===== src/hw/rtl/vgarf_pkg.sv =====
package vgarf_pkg;

   localparam int unsigned PORT_W     = 16;
   localparam int unsigned BYTE_W     = 8;
   localparam int unsigned FILE_DEPTH = 256;
   localparam int unsigned COMP_W     = 6;
   localparam int unsigned PAL_W      = 3 * COMP_W;
   localparam int unsigned ATTR_DEPTH = 32;

   typedef logic [PORT_W-1:0] port_type;
   typedef logic [BYTE_W-1:0] byte_type;
   typedef logic [COMP_W-1:0] comp_type;
   typedef logic [PAL_W-1:0]  pal_type;

   // access kinds
   localparam logic CMD_READ  = 1'b0;
   localparam logic CMD_WRITE = 1'b1;

   // I/O ports
   localparam port_type PORT_CRT_IDX_MONO  = 16'h03b4;
   localparam port_type PORT_CRT_DAT_MONO  = 16'h03b5;
   localparam port_type PORT_STAT1_MONO    = 16'h03ba;
   localparam port_type PORT_ATTR_IDX      = 16'h03c0;
   localparam port_type PORT_ATTR_DAT      = 16'h03c1;
   localparam port_type PORT_MISC_WR       = 16'h03c2;
   localparam port_type PORT_SEQ_IDX       = 16'h03c4;
   localparam port_type PORT_SEQ_DAT       = 16'h03c5;
   localparam port_type PORT_DAC_RD_IDX    = 16'h03c7;
   localparam port_type PORT_DAC_WR_IDX    = 16'h03c8;
   localparam port_type PORT_DAC_DAT       = 16'h03c9;
   localparam port_type PORT_FEAT_RD       = 16'h03ca;
   localparam port_type PORT_MISC_RD       = 16'h03cc;
   localparam port_type PORT_GFX_IDX       = 16'h03ce;
   localparam port_type PORT_GFX_DAT       = 16'h03cf;
   localparam port_type PORT_CRT_IDX_COLOR = 16'h03d4;
   localparam port_type PORT_CRT_DAT_COLOR = 16'h03d5;
   localparam port_type PORT_STAT1_COLOR   = 16'h03da;

   // DAC sub-index
   localparam logic [1:0] DAC_PHASE_RED   = 2'd0;
   localparam logic [1:0] DAC_PHASE_GREEN = 2'd1;
   localparam logic [1:0] DAC_PHASE_BLUE  = 2'd2;

   // attribute register indexes with special write masks
   localparam logic [4:0] ATTR_PAL_LAST   = 5'h0f;
   localparam logic [4:0] ATTR_MODE       = 5'h10;
   localparam logic [4:0] ATTR_OVERSCAN   = 5'h11;
   localparam logic [4:0] ATTR_PLANE_EN   = 5'h12;
   localparam logic [4:0] ATTR_HPAN       = 5'h13;
   localparam logic [4:0] ATTR_COLOR_SEL  = 5'h14;

   localparam byte_type MASK_ATTR_PAL   = 8'h3f;
   localparam byte_type MASK_ATTR_MODE  = ~8'h10;
   localparam byte_type MASK_ATTR_PLANE = ~8'hc0;
   localparam byte_type MASK_ATTR_LOW   = ~8'hf0;
   localparam byte_type MASK_MISC_OUT   = ~8'h10;

endpackage


===== src/hw/rtl/vgarf_ram.sv =====
module vgarf_ram
   import vgarf_pkg::*;
#(
   parameter int unsigned WIDTH = 8,
   parameter int unsigned DEPTH = 256
) (
   input  logic                     clock,
   input  logic                     reset,
   input  logic                     we,
   input  logic [$clog2(DEPTH)-1:0] waddr,
   input  logic [WIDTH-1:0]         wdata,
   input  logic [$clog2(DEPTH)-1:0] raddr,
   output logic [WIDTH-1:0]         rdata
);

   logic [WIDTH-1:0] mem_ff [DEPTH];
   logic [DEPTH-1:0] vld_ff;
   logic [WIDTH-1:0] rd_ff;
   logic             rd_vld_ff;
   logic             byp_ff;
   logic [WIDTH-1:0] byp_data_ff;

   always_ff @(posedge clock) begin
      if (we) begin
         mem_ff[waddr] <= wdata;
      end
      rd_ff       <= mem_ff[raddr];
      byp_data_ff <= wdata;
   end

   // entries never written since reset read as zero
   always_ff @(posedge clock) begin
      if (reset) begin
         vld_ff    <= '0;
         rd_vld_ff <= 1'b0;
         byp_ff    <= 1'b0;
      end else begin
         if (we) begin
            vld_ff[waddr] <= 1'b1;
         end
         rd_vld_ff <= vld_ff[raddr];
         byp_ff    <= we && (waddr == raddr);
      end
   end

   // write-first: a write to the address being read shows up next cycle
   assign rdata = byp_ff ? byp_data_ff : (rd_vld_ff ? rd_ff : '0);

endmodule


===== config.mk =====
export PLATFORM = sky130hd
export DESIGN_NAME = vgarf_ram
export DESIGN_NICKNAME = d
export VERILOG_FILES = /design/src/hw/rtl/vgarf_pkg.sv /design/src/hw/rtl/vgarf_ram.sv
export SDC_FILE = /design/constraint.sdc
export NUM_CORES = 2
export LEC_CHECK = 0
export BUFFER_PORTS_ARGS = -buffer_cell sky130_fd_sc_hd__buf_2
export CAP_MARGIN = 20
export CORE_ASPECT_RATIO = 1.4
export CORE_MARGIN = 8
export CORE_UTILIZATION = 30
export DETAILED_ROUTE_END_ITERATION = 8
export PLACE_DENSITY = 0.53
export SETUP_SLACK_MARGIN = 0.1
export SLEW_MARGIN = 20
export SYNTH_ARGS = -nofsm -noshare
export SYNTH_HDL_FRONTEND = slang
export SYNTH_SLANG_ARGS = --single-unit

===== constraint.sdc =====
create_clock -name clock -period 2.3 [get_ports clock]
set_input_delay 0.23 -clock clock [delete_from_list [all_inputs] [get_ports clock]]
set_output_delay 0.23 -clock clock [all_outputs]
set_load 0.02 [all_outputs]

==> impl_metrics.tcl <==
set metrics [dict create \
    run_status "finished, final reports clean" \
    grt_max_degree 101 \
    path_buf_inv 2 \
    insertion_delay_ns 0.87 \
    cts_buffers 214 \
    final_nets 5194 \
    dp.final_hpwl_um 169000 \
    netlist_top_cells_area "edfxtp_1, mux4_2, dfxtp_1" \
    arrival_ns 2.95 \
    crit_top_cell "mux4_2" \
    period_share 0.959 \
    slowest_stage "mux4_2" \
    clk_path_buf_depth 4 \
    crit_required_ns 3.04 \
    finalMaxSlewViolations 0 \
    synth_fa_ha_area_frac 0 \
    cts_tree "done" \
    hold_violations 0 \
    area_growth_pct 19.9 \
    synth-edff-count 2048 \
    ys.flop_type "edfxtp_1" \
    ios 35 \
    dp_worst_setup_slack_ns -0.985 \
    crit_family "multiplexers" \
    synth_compound_area_frac 0.0149 \
    crit_path_end_kind "flop" \
    grt_util_all_layers 0.153 \
    synth_mux_area_frac 0.176 \
    synth_top_area_frac 0.687 \
    setup_viol 0 \
    ant_nets 0 \
    fmax_mhz 453 \
    drt-vias-per-instance 4.88 \
    wl_per_cell_um 26.8 \
    tightest_slew_ns 0.752 \
    cts_htree_levels 4 \
    grt_antenna_before_repair 13 \
    synthTopCellsByCount "edfxtp_1, nor2_1, mux4_2, dfxtp_1, clkbuf_1" \
    critPathMaxFanout 1 \
    power_leakage_nw 34.8 \
    grt-ovfl-total 0 \
    synth_top_family_by_area "multiplexers" \
    syn_nets 4437 \
    holdWs_ns 0.132 \
    seq_area_frac_synth 0.749 \
    nFillCells 27500 \
    first_pass_iters 5 \
    setup_slack_ns 0.0947 \
    yosys_warnings 0 \
    netlist-cell-type-count 58 \
    rows 237 \
    finClkSkew_ns 0.0729 \
    post_synth_inst_count 4410 \
    synth_most_common_cell "edfxtp_1" \
    drc 0 \
    grt_pass1_wl_um 356000 \
    grt_pass1_vias 47500 \
    fin_crit_ns 2.21 \
    dieHeight_um 662 \
    min_path_cells 5 \
    p_per_area_nw_per_um2 803 \
    avgSynthCellArea_um2 20.3 \
    io_buffer_count 34 \
    ir_drop_uv 648 \
    drv_cap 0 \
    clock-sinks 2322 \
    regToRegSetupSlack_ns 0.09 \
    yosys.area_share.simple 0.0405 \
    start_util 0.301 \
    gp_congestion 0.824 \
    drive_above_1_share 0.342 \
    wl_um 249000 \
    rsz0062_at_grt "true" \
    yosysTopAreaCell "edfxtp_1" \
    num_vias 45300 \
    clk_pin_slew_worst_paths_ns 0.07 \
    ys_seq_elements 2322 \
    async_flop_share 0 \
    slowest_delay_ns 0.57 \
    slew_headroom 0.499 \
    crit_type "flop to flop" \
    syn_area_um2 89500 \
    first_iter_violations 3658 \
    synthXorXnorAreaFrac 0.000783 \
    core_um2 297000 \
    hold_class "input port to flop" \
    die-area_um2 316000 \
    start_kind "flop" \
    root_buffer "clkbuf_16" \
    die_w_um 478 \
    r2r_cells 7 \
    path_cells "mux4_2 > mux4_2 > o22ai_1 > buf_4 > or4_4 > buf_6 > nor4b_2" \
    crit_cells 7 \
]
[power breakdown]
part	switching, mW	total [mW]	leakage, nW	internal [mW]
logic	2.78	4.88	10.8	2.11
registers	0.0590	46.0	20.6	45.9
clock network	15.4	35.3	3.37	19.9
[flip-flops by register name, summed over array words and instances, names as in the netlist]
signal	cells
byp_ff	1
mem_ff	2048
byp_data_ff	8
rd_ff	8
rd_vld_ff	1
vld_ff	256
[worst register-to-register path, stage by stage (launching register included)]
cell	delay (ns)
edfxtp_1	0.36
mux4_2	0.53
mux4_2	0.57
o22ai_1	0.18
buf_4	0.17
or4_4	0.13
buf_6	0.12
nor4b_2	0.05
[layout by cell type, fill, tap and decap left out, types with 7 or more instances in the layout]
cell type	synthesis	layout
o221ai_1	15	15
dfxtp_1	274	272
bufinv_16	0	16
buf_8	6	11
mux2i_1	97	96
a32oi_1	8	7
mux4_1	13	12
o22ai_1	57	41
o22ai_2	0	11
buf_4	29	659
nor2_1	724	724
o21ba_2	29	29
dlygate4sd3_1	0	17
buf_2	56	17
clkbuf_16	0	217
edfxtp_1	2048	2048
nand3_1	24	24
a22oi_1	25	24
clkinv_1	2	20
nand4_1	23	23
buf_12	15	95
or4_4	0	8
clkinv_2	0	37
clkbuf_1	112	56
nor3_1	10	10
clkbuf_8	0	23
nand2_1	51	51
nor2b_1	12	11
mux4_2	641	642
[kinds of logic (layout without fill, tap and decap cells)]
kind of cell,after synthesis,in the layout
AO/OA/AOI/OAI,172,172
XOR/XNOR,8,8
buffers and inverters,269,1197
flip-flops,2322,2322
multiplexers,754,754
other,0,6
AND/OR/NAND/NOR,885,885
[metal layers]
layer | up-vias | global-route usage | part of all wire
met5 | - | 0 | 0.00021
met4 | 8 | 0.0563 | 0.042
met3 | 381 | 0.0179 | 0.041
met2 | 1069 | 0.289 | 0.54
met1 | 24500 | 0.179 | 0.38
li1 | 19400 | - | -
[metrics by stage]
stage	utilization	instance area, um^2	setup TNS [ns]	instances	power, mW
detailed placement	0.336	99800	-7.08	8870	51.7
finish	0.361	107000	0	9287	86.1
global placement	0.336	99800	-7.20	8870	51.7
CTS	0.360	107000	0	9274	87.0
global route	0.361	107000	0	9282	88.5
floorplan	-	89500	0	4410	49.2
[cell type report]
class | instances | area (um^2) | share of cell area
diodes | 6 | 15.0 | 0.000140
clock buffers | 299 | 5970 | 0.0557
clock inverters | 88 | 881 | 0.00821
inverters | 6 | 32.5 | 0.000303
multi-input cells | 1819 | 21100 | 0.197
flip-flops and latches | 2322 | 67000 | 0.625
well taps | 3943 | 4930 | 0.0460
repair buffers | 804 | 7330 | 0.0683
[repair_timing]
item                       4_1_cts  5_1_grt
setup buffers                    0        7
gates resized for setup         43       23
hold endpoints to repair       560        0
setup endpoints to repair       16       14
pin swaps                        1        1
hold buffers                    17        0
[final timing paths]
check | from | to
worst min-delay path | raddr[6] | rd_vld_ff$_SDFF_PP0_
worst min register to register | vld_ff[66]$_SDFFE_PP0P_ | vld_ff[66]$_SDFFE_PP0P_
worst max register to register | mem_ff[167][6]$_DFFE_PP_ | rd_ff[6]$_DFF_P_
worst max-delay path | mem_ff[167][6]$_DFFE_PP_ | rd_ff[6]$_DFF_P_
Note: power is estimated with default switching activity, not from simulation.
